===== config.mk =====
export PLATFORM = sky130hd
export DESIGN_NAME = sat_ball_polygon_overlap
export DESIGN_NICKNAME = d
export VERILOG_FILES = /design/src/sv/sbpo_pkg.sv /design/src/sv/sbpo_mul.sv /design/src/sv/sbpo_dp.sv /design/src/sv/sbpo_ctrl.sv /design/src/sv/sat_ball_polygon_overlap.sv
export SDC_FILE = /design/constraint.sdc
export NUM_CORES = 2
export LEC_CHECK = 0
export ABC_AREA = 1
export BUFFER_PORTS_ARGS = -buffer_cell sky130_fd_sc_hd__clkbuf_2
export CORE_MARGIN = 3
export CORE_UTILIZATION = 47
export CTS_BUF_LIST = sky130_fd_sc_hd__clkbuf_16
export DETAILED_ROUTE_END_ITERATION = 10
export SYNTH_ARGS = -nofsm -noshare
export SYNTH_HDL_FRONTEND = slang
export SYNTH_HIERARCHICAL = 1
export SYNTH_SLANG_ARGS = --single-unit

===== constraint.sdc =====
create_clock -name clk -period 20.8 [get_ports clk]
set_input_delay 4.16 -clock clk [delete_from_list [all_inputs] [get_ports clk]]
set_output_delay 4.16 -clock clk [all_outputs]
set_load 0.005 [all_outputs]

===== src/sv/sbpo_pkg.sv =====
// ----------------------------------------------------------------------------
// sbpo_pkg
// Shared types and constants for the ball / convex polygon overlap test.
// ----------------------------------------------------------------------------
package sbpo_pkg;

	// default geometry
	localparam int MAX_CORNERS_DEF = 8;
	localparam int COORD_BITS_DEF  = 16;

	// input operation codes
	localparam logic OP_LOAD = 1'b0;
	localparam logic OP_TEST = 1'b1;

	// register reset value
	localparam logic [3:0] VERTEX_COUNT_RST = 4'd4;

	// operand select for the projection multipliers
	typedef enum logic [1:0] {
		SEL_VTX = 2'd0,
		SEL_LEN = 2'd1,
		SEL_CEN = 2'd2
	} mul_sel_t;

	// controller to datapath commands
	typedef struct packed {
		logic     wr_en;
		logic     ld_ball;
		logic     rd_en;
		logic     prj;
		logic     lat_p1;
		logic     ld_axis;
		logic     clr_ext;
		logic     cap_len;
		logic     ld_gap;
		logic     mul_start;
		mul_sel_t mul_sel;
	} cmd_t;

	// datapath to controller status
	typedef struct packed {
		logic pipe_busy;
		logic gap_pos;
		logic mul_done;
		logic separated;
	} sts_t;

endpackage


===== src/sv/sbpo_mul.sv =====
// ----------------------------------------------------------------------------
// sbpo_mul
// Unsigned digit-serial multiplier: one 8-bit digit of b per cycle, MSB first.
// ----------------------------------------------------------------------------
module sbpo_mul #(
	parameter int W = 36
) (
	input  logic             clk,
	input  logic             arst_n,
	input  logic             start,
	input  logic [W-1:0]     a,
	input  logic [W-1:0]     b,
	output logic             busy,
	output logic [2*W-1:0]   p
);
	localparam int NDIG = (W + 7) / 8;
	localparam int BPW  = NDIG * 8;
	localparam int NW   = $clog2(NDIG + 1);

	logic [W-1:0]   a_q;
	logic [BPW-1:0] b_q;
	logic [2*W-1:0] acc_q;
	logic [NW-1:0]  cnt_q;
	logic           busy_q;
	logic [W+7:0]   part;

	// partial product of a and the top digit
	assign part = a_q * b_q[BPW-1 -: 8];

	// control: count digits
	always_ff @(posedge clk or negedge arst_n) begin
		if (!arst_n) begin
			busy_q <= 1'b0;
			cnt_q  <= '0;
		end else if (start) begin
			busy_q <= 1'b1;
			cnt_q  <= NW'(NDIG);
		end else if (busy_q) begin
			cnt_q <= cnt_q - NW'(1);
			if (cnt_q == NW'(1)) begin
				busy_q <= 1'b0;
			end
		end
	end

	// datapath: shift and accumulate
	always_ff @(posedge clk) begin
		if (start) begin
			a_q   <= a;
			b_q   <= BPW'(b);
			acc_q <= '0;
		end else if (busy_q) begin
			b_q   <= b_q << 8;
			acc_q <= (acc_q << 8) + (2*W)'(part);
		end
	end

	assign busy = busy_q;
	assign p    = acc_q;

endmodule


===== src/sv/sbpo_dp.sv =====
// ----------------------------------------------------------------------------
// sbpo_dp
// Datapath: corner tables, axis build, projection pipeline, gap and
// squared-distance compare.
// ----------------------------------------------------------------------------
module sbpo_dp #(
	parameter int MAX_CORNERS = sbpo_pkg::MAX_CORNERS_DEF,
	parameter int COORD_BITS  = sbpo_pkg::COORD_BITS_DEF
) (
	input  logic                                clk,
	input  logic                                arst_n,
	input  sbpo_pkg::cmd_t                      cmd,
	input  logic [$clog2(MAX_CORNERS)-1:0]      rd_addr,
	input  logic [2:0]                          vertex_index,
	input  logic signed [COORD_BITS-1:0]        vertex_x,
	input  logic signed [COORD_BITS-1:0]        vertex_y,
	input  logic signed [COORD_BITS-1:0]        ball_x,
	input  logic signed [COORD_BITS-1:0]        ball_y,
	input  logic [9:0]                          ball_w,
	input  logic [9:0]                          ball_h,
	output sbpo_pkg::sts_t                      sts
);
	import sbpo_pkg::*;

	localparam int AW = $clog2(MAX_CORNERS);
	localparam int CB = COORD_BITS;
	localparam int OW = ((CB > 10) ? CB : 10) + 1;
	localparam int PW = 2 * OW;
	localparam int SW = PW + 1;
	localparam int MW = SW + 1;

	logic signed [CB-1:0] mem_x [MAX_CORNERS];
	logic signed [CB-1:0] mem_y [MAX_CORNERS];
	logic signed [CB-1:0] rdx_q, rdy_q, p1x_q, p1y_q;
	logic signed [OW-1:0] ax_q, ay_q, cx_q, cy_q;
	logic [17:0]          r2_q;
	logic [MW-1:0]        len2_q, g_q;
	logic                 gap_pos_q;
	logic signed [SW-1:0] lo_q, hi_q;
	logic                 first_q;
	logic                 rv_s1, pv_s2;
	logic signed [PW-1:0] prod1_s2, prod2_s2;

	logic [AW+2:0]        slot;
	logic signed [OW-1:0] op_a1, op_a2, op_b1, op_b2;
	logic signed [PW-1:0] prd1, prd2;
	logic signed [SW-1:0] sum;
	logic signed [MW-1:0] gh, gl;
	logic                 gh_pos, gl_pos;
	logic                 busy_g, busy_r;
	logic [2*MW-1:0]      gg, rl;

	assign slot = (AW+3)'(vertex_index);

	// corner tables: write on load, registered read
	always_ff @(posedge clk) begin
		if (cmd.wr_en && (32'(slot) < MAX_CORNERS)) begin
			mem_x[slot[AW-1:0]] <= vertex_x;
			mem_y[slot[AW-1:0]] <= vertex_y;
		end
		if (cmd.rd_en) begin
			rdx_q <= mem_x[rd_addr];
			rdy_q <= mem_y[rd_addr];
		end
	end

	// ball center and squared radius, edge start point, axis
	always_ff @(posedge clk) begin
		if (cmd.ld_ball) begin
			cx_q <= OW'(ball_x) + $signed(OW'(ball_w[9:1]));
			cy_q <= OW'(ball_y) + $signed(OW'(ball_h[9:1]));
			r2_q <= ball_w[9:1] * ball_w[9:1];
		end
		if (cmd.lat_p1) begin
			p1x_q <= rdx_q;
			p1y_q <= rdy_q;
		end
		if (cmd.ld_axis) begin
			ax_q <= OW'(p1y_q) - OW'(rdy_q);
			ay_q <= OW'(rdx_q) - OW'(p1x_q);
		end
	end

	// select multiplier operands
	always_comb begin
		op_b1 = ax_q;
		op_b2 = ay_q;
		case (cmd.mul_sel)
			SEL_LEN: begin
				op_a1 = ax_q;
				op_a2 = ay_q;
			end
			SEL_CEN: begin
				op_a1 = cx_q;
				op_a2 = cy_q;
			end
			default: begin
				op_a1 = OW'(rdx_q);
				op_a2 = OW'(rdy_q);
			end
		endcase
	end

	assign prd1 = op_a1 * op_b1;
	assign prd2 = op_a2 * op_b2;
	assign sum  = SW'(prod1_s2) + SW'(prod2_s2);

	// projection pipeline: read, multiply, min/max
	always_ff @(posedge clk or negedge arst_n) begin
		if (!arst_n) begin
			rv_s1 <= 1'b0;
			pv_s2 <= 1'b0;
		end else begin
			rv_s1 <= cmd.rd_en && cmd.prj;
			pv_s2 <= rv_s1;
		end
	end

	always_ff @(posedge clk) begin
		prod1_s2 <= prd1;
		prod2_s2 <= prd2;
		if (cmd.clr_ext) begin
			first_q <= 1'b1;
		end else if (pv_s2) begin
			first_q <= 1'b0;
			if (first_q || (sum < lo_q)) begin
				lo_q <= sum;
			end
			if (first_q || (sum > hi_q)) begin
				hi_q <= sum;
			end
		end
		if (cmd.cap_len) begin
			len2_q <= MW'(sum);
		end
	end

	// gaps between center projection and polygon extent
	assign gh     = MW'(sum) - MW'(hi_q);
	assign gl     = MW'(lo_q) - MW'(sum);
	assign gh_pos = !gh[MW-1] && (gh != '0);
	assign gl_pos = !gl[MW-1] && (gl != '0);

	always_ff @(posedge clk) begin
		if (cmd.ld_gap) begin
			gap_pos_q <= gh_pos || gl_pos;
			g_q       <= gh_pos ? gh : gl;
		end
	end

	// squared gap and squared radius times squared axis length
	sbpo_mul #(.W(MW)) u_mul_g (
		.clk    (clk),
		.arst_n (arst_n),
		.start  (cmd.mul_start),
		.a      (g_q),
		.b      (g_q),
		.busy   (busy_g),
		.p      (gg)
	);

	sbpo_mul #(.W(MW)) u_mul_r (
		.clk    (clk),
		.arst_n (arst_n),
		.start  (cmd.mul_start),
		.a      (MW'(r2_q)),
		.b      (len2_q),
		.busy   (busy_r),
		.p      (rl)
	);

	assign sts.pipe_busy = rv_s1 || pv_s2;
	assign sts.gap_pos   = gap_pos_q;
	assign sts.mul_done  = !busy_g && !busy_r;
	assign sts.separated = gg > rl;

	a_start_busy: assert property (@(posedge clk) disable iff (!arst_n)
		cmd.mul_start |=> (busy_g && busy_r))
		else $error("multipliers not running after start");

	a_no_ext_during_len: assert property (@(posedge clk) disable iff (!arst_n)
		cmd.ld_gap |-> !(rv_s1 || pv_s2))
		else $error("gap taken while projections in flight");

	a_mul_pair: assert property (@(posedge clk) disable iff (!arst_n)
		busy_g == busy_r)
		else $error("multipliers out of step");

endmodule


===== src/sv/sbpo_ctrl.sv =====
// ----------------------------------------------------------------------------
// sbpo_ctrl
// Controller: input and output handshake, vertex count register, axis and
// vertex sequencing.
// ----------------------------------------------------------------------------
module sbpo_ctrl #(
	parameter int MAX_CORNERS = sbpo_pkg::MAX_CORNERS_DEF
) (
	input  logic                            clk,
	input  logic                            arst_n,
	input  logic                            in_valid,
	output logic                            in_stall,
	input  logic                            operation,
	input  logic                            cfg_write,
	input  logic [3:0]                      cfg_data,
	output logic                            out_valid,
	input  logic                            out_stall,
	output logic                            collided,
	output sbpo_pkg::cmd_t                  cmd,
	output logic [$clog2(MAX_CORNERS)-1:0]  rd_addr,
	input  sbpo_pkg::sts_t                  sts
);
	import sbpo_pkg::*;

	localparam int AW = $clog2(MAX_CORNERS);
	localparam int CW = $clog2(MAX_CORNERS + 1);

	typedef enum logic [11:0] {
		S_IDLE  = 12'b0000_0000_0001,
		S_RD_I  = 12'b0000_0000_0010,
		S_RD_J  = 12'b0000_0000_0100,
		S_EDGE  = 12'b0000_0000_1000,
		S_LEN   = 12'b0000_0001_0000,
		S_PROJ  = 12'b0000_0010_0000,
		S_DRAIN = 12'b0000_0100_0000,
		S_CEN   = 12'b0000_1000_0000,
		S_GAP   = 12'b0001_0000_0000,
		S_CHK   = 12'b0010_0000_0000,
		S_MUL   = 12'b0100_0000_0000,
		S_DONE  = 12'b1000_0000_0000
	} state_t;

	state_t        state_q, state_d;
	logic [3:0]    count_q;
	logic [CW-1:0] n_q, n_d, i_q, i_d, k_q, k_d, n_sat, i_inc, k_inc;
	logic          res_q, res_d;
	logic          out_valid_q, collided_q, out_load;

	assign n_sat = (32'(count_q) > MAX_CORNERS) ? CW'(MAX_CORNERS) : CW'(count_q);
	assign i_inc = i_q + CW'(1);
	assign k_inc = k_q + CW'(1);

	// next state and commands
	always_comb begin
		state_d     = state_q;
		n_d         = n_q;
		i_d         = i_q;
		k_d         = k_q;
		res_d       = res_q;
		out_load    = 1'b0;
		cmd         = '0;
		cmd.mul_sel = SEL_VTX;
		rd_addr     = i_q[AW-1:0];
		case (state_q)
			S_IDLE: begin
				if (in_valid) begin
					if (operation == OP_LOAD) begin
						cmd.wr_en = 1'b1;
						res_d     = 1'b0;
						state_d   = S_DONE;
					end else begin
						cmd.ld_ball = 1'b1;
						n_d         = n_sat;
						i_d         = '0;
						if (n_sat == '0) begin
							res_d   = 1'b1;
							state_d = S_DONE;
						end else begin
							state_d = S_RD_I;
						end
					end
				end
			end
			S_RD_I: begin
				cmd.rd_en = 1'b1;
				state_d   = S_RD_J;
			end
			S_RD_J: begin
				cmd.rd_en  = 1'b1;
				cmd.lat_p1 = 1'b1;
				rd_addr    = (i_inc == n_q) ? '0 : i_inc[AW-1:0];
				state_d    = S_EDGE;
			end
			S_EDGE: begin
				cmd.ld_axis = 1'b1;
				state_d     = S_LEN;
			end
			S_LEN: begin
				cmd.mul_sel = SEL_LEN;
				cmd.clr_ext = 1'b1;
				k_d         = '0;
				state_d     = S_PROJ;
			end
			S_PROJ: begin
				cmd.rd_en   = 1'b1;
				cmd.prj     = 1'b1;
				cmd.cap_len = (k_q == '0);
				rd_addr     = k_q[AW-1:0];
				k_d         = k_inc;
				if (k_inc == n_q) begin
					state_d = S_DRAIN;
				end
			end
			S_DRAIN: begin
				if (!sts.pipe_busy) begin
					state_d = S_CEN;
				end
			end
			S_CEN: begin
				cmd.mul_sel = SEL_CEN;
				state_d     = S_GAP;
			end
			S_GAP: begin
				cmd.ld_gap = 1'b1;
				state_d    = S_CHK;
			end
			S_CHK: begin
				if (sts.gap_pos) begin
					cmd.mul_start = 1'b1;
					state_d       = S_MUL;
				end else if (i_inc == n_q) begin
					res_d   = 1'b1;
					state_d = S_DONE;
				end else begin
					i_d     = i_inc;
					state_d = S_RD_I;
				end
			end
			S_MUL: begin
				if (sts.mul_done) begin
					if (sts.separated) begin
						res_d   = 1'b0;
						state_d = S_DONE;
					end else if (i_inc == n_q) begin
						res_d   = 1'b1;
						state_d = S_DONE;
					end else begin
						i_d     = i_inc;
						state_d = S_RD_I;
					end
				end
			end
			S_DONE: begin
				if (!out_valid_q || !out_stall) begin
					out_load = 1'b1;
					state_d  = S_IDLE;
				end
			end
			default: begin
				state_d = S_IDLE;
			end
		endcase
	end

	// control registers
	always_ff @(posedge clk or negedge arst_n) begin
		if (!arst_n) begin
			state_q     <= S_IDLE;
			count_q     <= VERTEX_COUNT_RST;
			out_valid_q <= 1'b0;
			n_q         <= '0;
			i_q         <= '0;
			k_q         <= '0;
			res_q       <= 1'b0;
		end else begin
			state_q <= state_d;
			n_q     <= n_d;
			i_q     <= i_d;
			k_q     <= k_d;
			res_q   <= res_d;
			if (cfg_write) begin
				count_q <= cfg_data;
			end
			if (out_load) begin
				out_valid_q <= 1'b1;
			end else if (!out_stall) begin
				out_valid_q <= 1'b0;
			end
		end
	end

	// hold the result beat
	always_ff @(posedge clk) begin
		if (out_load) begin
			collided_q <= res_q;
		end
	end

	assign in_stall  = (state_q != S_IDLE);
	assign out_valid = out_valid_q;
	assign collided  = collided_q;

	a_axis_range: assert property (@(posedge clk) disable iff (!arst_n)
		(state_q != S_IDLE && state_q != S_DONE) |-> (i_q < n_q))
		else $error("axis index beyond vertex count");

	a_proj_range: assert property (@(posedge clk) disable iff (!arst_n)
		(state_q == S_PROJ) |-> (k_q < n_q))
		else $error("vertex index beyond vertex count");

	a_done_holds: assert property (@(posedge clk) disable iff (!arst_n)
		(state_q == S_DONE && out_valid_q && out_stall) |=> (state_q == S_DONE))
		else $error("result dropped while output stalled");

endmodule


===== src/sv/sat_ball_polygon_overlap.sv =====
// ----------------------------------------------------------------------------
// sat_ball_polygon_overlap
// Separating-axis overlap test of a ball against a convex polygon.
//
//   channel | valid     | stall      | beat
//   --------+-----------+------------+-------------------------------------
//   input   | in_valid  | in_stall   | operation, vertex_*, ball_*
//   output  | out_valid | out_stall  | collided
//   config  | cfg_write | -          | cfg_data (vertex_count)
//
// A test runs the serial squaring unit for each axis where the ball lies
// outside the polygon extent.
// One item is worked at a time; the next is taken while a result waits.
// Reset clears control only; corner tables hold no reset value.
// ----------------------------------------------------------------------------
module sat_ball_polygon_overlap #(
	parameter int MAX_CORNERS = sbpo_pkg::MAX_CORNERS_DEF,
	parameter int COORD_BITS  = sbpo_pkg::COORD_BITS_DEF
) (
	input  logic                          clk,
	input  logic                          arst_n,
	input  logic                          in_valid,
	output logic                          in_stall,
	input  logic                          operation,
	input  logic [2:0]                    vertex_index,
	input  logic signed [COORD_BITS-1:0]  vertex_x,
	input  logic signed [COORD_BITS-1:0]  vertex_y,
	input  logic signed [COORD_BITS-1:0]  ball_x,
	input  logic signed [COORD_BITS-1:0]  ball_y,
	input  logic [9:0]                    ball_w,
	input  logic [9:0]                    ball_h,
	input  logic                          cfg_write,
	input  logic [3:0]                    cfg_data,
	output logic                          out_valid,
	input  logic                          out_stall,
	output logic                          collided
);
	import sbpo_pkg::*;

	cmd_t                           cmd;
	sts_t                           sts;
	logic [$clog2(MAX_CORNERS)-1:0] rd_addr;

	// sequencer
	sbpo_ctrl #(.MAX_CORNERS(MAX_CORNERS)) u_ctrl (
		.clk       (clk),
		.arst_n    (arst_n),
		.in_valid  (in_valid),
		.in_stall  (in_stall),
		.operation (operation),
		.cfg_write (cfg_write),
		.cfg_data  (cfg_data),
		.out_valid (out_valid),
		.out_stall (out_stall),
		.collided  (collided),
		.cmd       (cmd),
		.rd_addr   (rd_addr),
		.sts       (sts)
	);

	// arithmetic and tables
	sbpo_dp #(.MAX_CORNERS(MAX_CORNERS), .COORD_BITS(COORD_BITS)) u_dp (
		.clk          (clk),
		.arst_n       (arst_n),
		.cmd          (cmd),
		.rd_addr      (rd_addr),
		.vertex_index (vertex_index),
		.vertex_x     (vertex_x),
		.vertex_y     (vertex_y),
		.ball_x       (ball_x),
		.ball_y       (ball_y),
		.ball_w       (ball_w),
		.ball_h       (ball_h),
		.sts          (sts)
	);

endmodule


==> After elaboration in Yosys (flattened, before gate mapping) <==
Memory sizes are Yosys's and may differ from the RTL's. A register that Yosys moved wholly into a read port is not among the register bits.
Cells that the tools add are included.
{ "word_totals": {"reg_bits": 648, "ramBits": 256, "memories": 2, "word_cells": 190} }
{ "classes": {"order_cmp": 5, "mul": 5, "eq_ne": 29, "reduce_logical": 31, "n_bitwise": 1, "addsub": 13, "muxes": 67} }
{ "mem_list": {"columns": ["memory", "words", "width", "rd", "rd_clocked_by_memory_dff", "write_ports", "line_no", "source"], "rows": [
  ["u_dp.mem_x", 8, 16, 1, 1, 1, "sbpo_dp.sv:32", "logic signed [CB-1:0] mem_x [MAX_CORNERS];"],
  ["u_dp.mem_y", 8, 16, 1, 1, 1, "sbpo_dp.sv:33", "logic signed [CB-1:0] mem_y [MAX_CORNERS];"]
]} }
{ "op_table": {"columns": ["cell", "count"], "rows": [
  ["2-to-1 mux 36 bit", 5],
  ["adder 72 x 44 -> 72 bit", 2],
  ["case mux 12 bit (12 select lines)", 1],
  ["2-to-1 mux 12 bit", 10],
  ["greater-than comparator 72 bit", 1],
  ["nonzero test 36 bit", 2],
  ["subtractor 35 x 35 -> 36 bit", 2],
  ["multiplier 17 x 17 -> 34 bit", 2],
  ["case mux 17 bit (2 select lines)", 2],
  ["multiplier 36 x 8 -> 44 bit", 1],
  ["adder 34 x 34 -> 35 bit", 1],
  ["greater-than comparator 35 bit", 1],
  ["< comparator 35 bit", 1],
  ["adder 16 x 10 -> 17 bit", 2],
  ["subtractor 16 x 16 -> 17 bit", 2],
  ["2-to-1 mux 1 bit", 30],
  ["2-to-1 mux 4 bit", 7],
  ["multiplier 18 x 8 -> 26 bit", 1],
  ["multiplier 9 x 9 -> 18 bit", 1],
  ["2-to-1 mux 3 bit", 5],
  ["== test 12 x 1 -> 1 bit (second input constant)", 1],
  ["== test 12 x 10 -> 1 bit (second input constant)", 1],
  ["== test 12 x 11 -> 1 bit (second input constant)", 1],
  ["== test 12 bit (second input constant)", 1],
  ["37 further kinds", 68]
]} }

==> Depth between registers and ports, before layout <==
{ "depth": {"depth_word": 7, "mapped_depth": 38, "mapped_depth_nobuf": 35} }

==> Modules after synthesis <==
Netlist, hierarchy kept.
{ "modules_own_cells": {"columns": ["module", "cells_each", "instances", "area_per_inst_um2", "seq_area_each_um2"], "rows": [
  ["sbpo_dp", 6418, 1, 56684.4, 17857.1],
  ["sbpo_mul at u_dp.u_mul_g", 2652, 1, 18675.4, 3783.6],
  ["sbpo_mul at u_dp.u_mul_r", 2613, 1, 18422.7, 3783.6],
  ["sbpo_ctrl", 278, 1, 2062.0, 783.3]
]} }

==> Worst setup path after synthesis <==
Ideal clock, no wire load.
{ "synth_timing": {"path_kind": "in2reg", "start": "input ball_w[2]", "end": "register u_dp.r2_q[16], data pin", "required_ns": 20.548, "setup_time_ns": 0.252, "arrival_ns": 8.165, "cell_stages": 22, "setup_slack_ns": 12.383, "path_buffers": 1, "cell_sequence": "clkbuf_1 -> nand2_1 -> inv_1 -> fa_1 -> inv_1 -> fa_1 -> fa_1 -> fa_1 -> inv_1 -> ha_1 -> a21oi_1 -> o21ai_0 -> a21oi_1 -> o21bai_1 -> a21boi_0 -> o21ai_0 -> nand2_1 -> inv_1 -> o21ai_0 -> nand2_1 -> nand2_1 -> nand2_1"} }
{ "synth_via": {"elab_chain_cells": 1} }
{ "synth_lines": {"columns": ["item", "line_no", "source"], "rows": [
  ["start, declared", "sat_ball_polygon_overlap.sv:30", "input logic [9:0] ball_w,"],
  ["multiplier 9 x 9 -> 18 bit", "sbpo_dp.sv:72", "r2_q <= ball_w[9:1] * ball_w[9:1];"],
  ["end signal, assigned", "sbpo_dp.sv:72", null],
  ["end, declared", "sbpo_dp.sv:36", "logic [17:0] r2_q;"]
]} }
Every way passes these cells.
A chain may end at the register's enable or synchronous reset.

==> results.txt <==
The flow ran to the end, and the final reports show no timing, DRC or antenna violations. The logs give 21.4% for the headroom to the max-slew limit and 27.3% for the sequential area share after synthesis. The clock arrives with 0.0688 ns of skew. The longest clock path from root to sink contains 3 buffers. The first-pass iteration count of the detailed router came out at 6. The critical path is of the flip-flop to flip-flop type. The first global-routing pass estimated 434000 um of wire. The largest single stage delay on the critical path is 0.57 ns. STA puts the critical path data required time at 21.46 ns. The category of the worst setup path capture point is a flip-flop. Hold repair after CTS inserted 0 buffers.

Yosys attributes the largest share of cell area to sky130_fd_sc_hd__fa_1 23%, sky130_fd_sc_hd__edfxtp_1 22%, sky130_fd_sc_hd__inv_1 12%. Sorting the synthesized cells by how often they occur yields 2952 x sky130_fd_sc_hd__inv_1, 2828 x sky130_fd_sc_hd__nand2_1, 1111 x sky130_fd_sc_hd__fa_1, 1035 x sky130_fd_sc_hd__nor2_1, 692 x sky130_fd_sc_hd__edfxtp_1. The detailed router placed 75100 vias in this run. In the final layout, the share of cells above drive strength 1 is 4.98%.

The worst hold path startpoint is u_dp/r2_q[4]. In this run the remaining antenna-violating nets after routing total 0. The number of buffers inserted by post-CTS setup repair came out at 0. The wire length after detailed routing was 276000 um. The total of endpoints with negative setup slack in the final report was 0.

In this run the worst setup path begins at u_ctrl/state_q[3]. The top-area cell type share of the netlist area was 23.2%. The commonest register cell after synthesis was sky130_fd_sc_hd__edfxtp_1. The synthesized design contains 953 register bits. The congestion estimate from routability-driven global placement came to 0.965.

In this run the number of H-tree levels came out at 3. The region available for standard cell placement spans 203000 um^2. The max-slew violation count was 0. In the global route stage, overall resource usage came out at 26.5%. On the critical path, the stage with the largest delay is an instance of sky130_fd_sc_hd__nor4_1. The count of buffers inserted at the top-level ports was 97; the async set-or-reset flop fraction in the synthesized netlist was 4.20%. The die covers 209000 um^2. In this run, post-CTS repair resized a total of 0 instances. The area growth from synthesis to layout is 7.39%. The HPWL reported at the end of detailed placement is 222000 um. The mean cell area of the mapped netlist is 8.01 um^2, and the final global-route overflow total is 0. In this run the worst hold path is classified as flip-flop to flip-flop. Launching element type of the critical path: a flip-flop.

The tools report the total clock buffers created by CTS as 111. In the final design database the tool counted 13700 nets. The number of warning messages in the yosys log is 6, and the count of unique library cells instantiated by Yosys is 68.

TritonCTS built the clock tree. The synthesized design spends more area on one cell type than any other, namely sky130_fd_sc_hd__fa_1. Along the worst path, the maximum fanout reaches 45. The initial utilization of the core area, before any placement, comes to 47.3%. Setup repair after global routing left no endpoint under its margin. The per-cell routed wire length works out to 18.7 um. The total negative slack for setup checks is 0 ns.

Via count of the first global-routing pass: 76900. Counting flops with a built-in enable in the synthesized netlist gives 692. The gate count after technology mapping was 12000; the minimum period implied by the final worst setup slack was 9.49 ns.

Yosys instantiated no cell more often than sky130_fd_sc_hd__inv_1. The clock drives 953 sinks. After clock tree synthesis, the clock-pin slew on the worst setup and hold paths is 0.06 ns. 100 I/O pins were placed. The run gives 0.78 ns as the insertion delay to the later sink of the worst-skew pair. The final period utilization came out at 45.6%. The transition time at the pin with the least slew margin is 1.18 ns, and the highest clock rate is 0.105 GHz. The number of antenna violations at the first check in global routing is 7, and the horizontal die dimension is 458 um. The average vias per placed instance is 5.11, and the starting DRC count in detailed routing is 5710. CTS placed an instance of sky130_fd_sc_hd__clkbuf_16 at the clock tree root. At the worst endpoint, the arrival time is 10.15 ns. The pin count of the biggest net entering global routing is 90, and the register-to-register setup slack is 11.31 ns. After synthesis the cells add up to 95800 um^2. The row count was 165.

By instance count, the cell type seen most on the critical path is sky130_fd_sc_hd__fa_1. Final count of hold timing violations: 0. The chip height works out to 458 um.

In this run the critical register-to-register path is launched from u_ctrl/state_q[3]. The final routed DRC violation total was 0. Across the run, the number of max-cap violations was 0.
==> registers in the layout (all words and copies together), names as in the netlist, 34 cells and up <==
| register | flops |
|---|---|
| u_dp/mem_x | 128 |
| u_dp/lo_q | 35 |
| u_dp/prod1_s2 | 34 |
| u_dp/g_q | 36 |
| u_dp/mem_y | 128 |
| u_dp/len2_q | 35 |
| u_dp/u_mul_g/p | 72 |
| u_dp/u_mul_r/b_q | 40 |
| u_dp/u_mul_g/b_q | 40 |
| u_dp/prod2_s2 | 34 |
| u_dp/u_mul_g/a_q | 36 |
| u_dp/u_mul_r/a_q | 36 |
| u_dp/u_mul_r/p | 72 |
| u_dp/hi_q | 35 |
==> through the flow <==
step / hold WS (ns) / setup WS (ns) / cell area (um^2) / util (%) / cells
after floorplan: 0.346 / 12.38 / 95900 / - / 12000
after global placement: 0.404 / 11.46 / 99200 / 49.0 / 14500
after detailed placement: 0.404 / 11.43 / 99200 / 49.0 / 14500
after CTS: 0.418 / 11.40 / 103000 / 50.8 / 14700
after global routing: 0.424 / 10.84 / 103000 / 50.8 / 14700
final: 0.417 / 11.31 / 103000 / 50.8 / 14700
==> cell type report <==
| cell class | count | area, um^2 |
|---|---|---|
| clock buffers | 113 | 2830 |
| repair buffers | 187 | 1160 |
| diodes | 3 | 7.51 |
| clock inverters | 95 | 928 |
| multi-input cells | 7687 | 57200 |
| flip-flops and latches | 953 | 26200 |
| fillers | 19500 | 99600 |
| well taps | 2672 | 3340 |
| inverters | 3005 | 11300 |
==> cell families after synthesis <==
group / after synthesis / share of synthesized area, %
AOI/OAI and AO/OA: 1139 / 6.65
xor gates and xnor gates: 262 / 2.39
adders and majority gates: 1695 / 30.8
buffers and inverters: 3339 / 13.2
DFF: 953 / 27.3
muxes: 1 / 0.0117
other: 1 / 0.00391
and+or+nand+nor: 4571 / 19.6
==> per-layer routing <==
layer / global-route usage, % / routed length, um / vias up
li1: - / - / 36100
met2: 45.7 / 134000 / 2063
met1: 34.6 / 117000 / 36600
met5: 0 / 44 / -
met4: 9.24 / 10300 / 8
met3: 2.72 / 14000 / 425
==> final timing paths <==
kind	endpoint	depth (start not counted)
min reg2reg	u_dp/u_mul_r/a_q[4]	0
min	u_dp/u_mul_r/a_q[4]	0
max in group asynchronous	u_dp/u_mul_g/busy	2
max	u_dp/prod1_s2[30]	30
min in group asynchronous	u_dp/u_mul_r/cnt_q[1]	2
max reg2reg	u_dp/prod1_s2[30]	30
==> layout by cell type (no fill, tap or decap), types with 53 or more instances in the layout <==
master	n
sky130_fd_sc_hd__o21ai_1	64
sky130_fd_sc_hd__ha_1	584
sky130_fd_sc_hd__xor2_1	173
sky130_fd_sc_hd__nand2_1	2826
sky130_fd_sc_hd__nor3_1	69
sky130_fd_sc_hd__nand4_1	64
sky130_fd_sc_hd__buf_4	90
sky130_fd_sc_hd__fa_1	1111
sky130_fd_sc_hd__clkbuf_16	113
sky130_fd_sc_hd__xnor2_1	89
sky130_fd_sc_hd__nand3_1	350
sky130_fd_sc_hd__dfxtp_1	217
sky130_fd_sc_hd__clkbuf_2	97
sky130_fd_sc_hd__nand2_2	64
sky130_fd_sc_hd__nor2_1	1026
sky130_fd_sc_hd__o21ai_0	454
sky130_fd_sc_hd__clkinv_1	53
sky130_fd_sc_hd__a21oi_1	357
sky130_fd_sc_hd__inv_1	2963
sky130_fd_sc_hd__edfxtp_1	692
==> critical path, delay by kind of cell (launching register included) <==
family / cells / cell delay, ns
XOR/XNOR: 1 / 0.29
buffers and inverters: 7 / 1.80
AND/OR/NAND/NOR: 13 / 2.92
adder cells (fa/ha/maj): 8 / 3.78
flip-flops: 1 / 0.39
AO/OA/AOI/OAI: 1 / 0.10
Power is not shown: default switching activity piles up to over one toggle a cycle in this logic, so the estimate is an artifact.
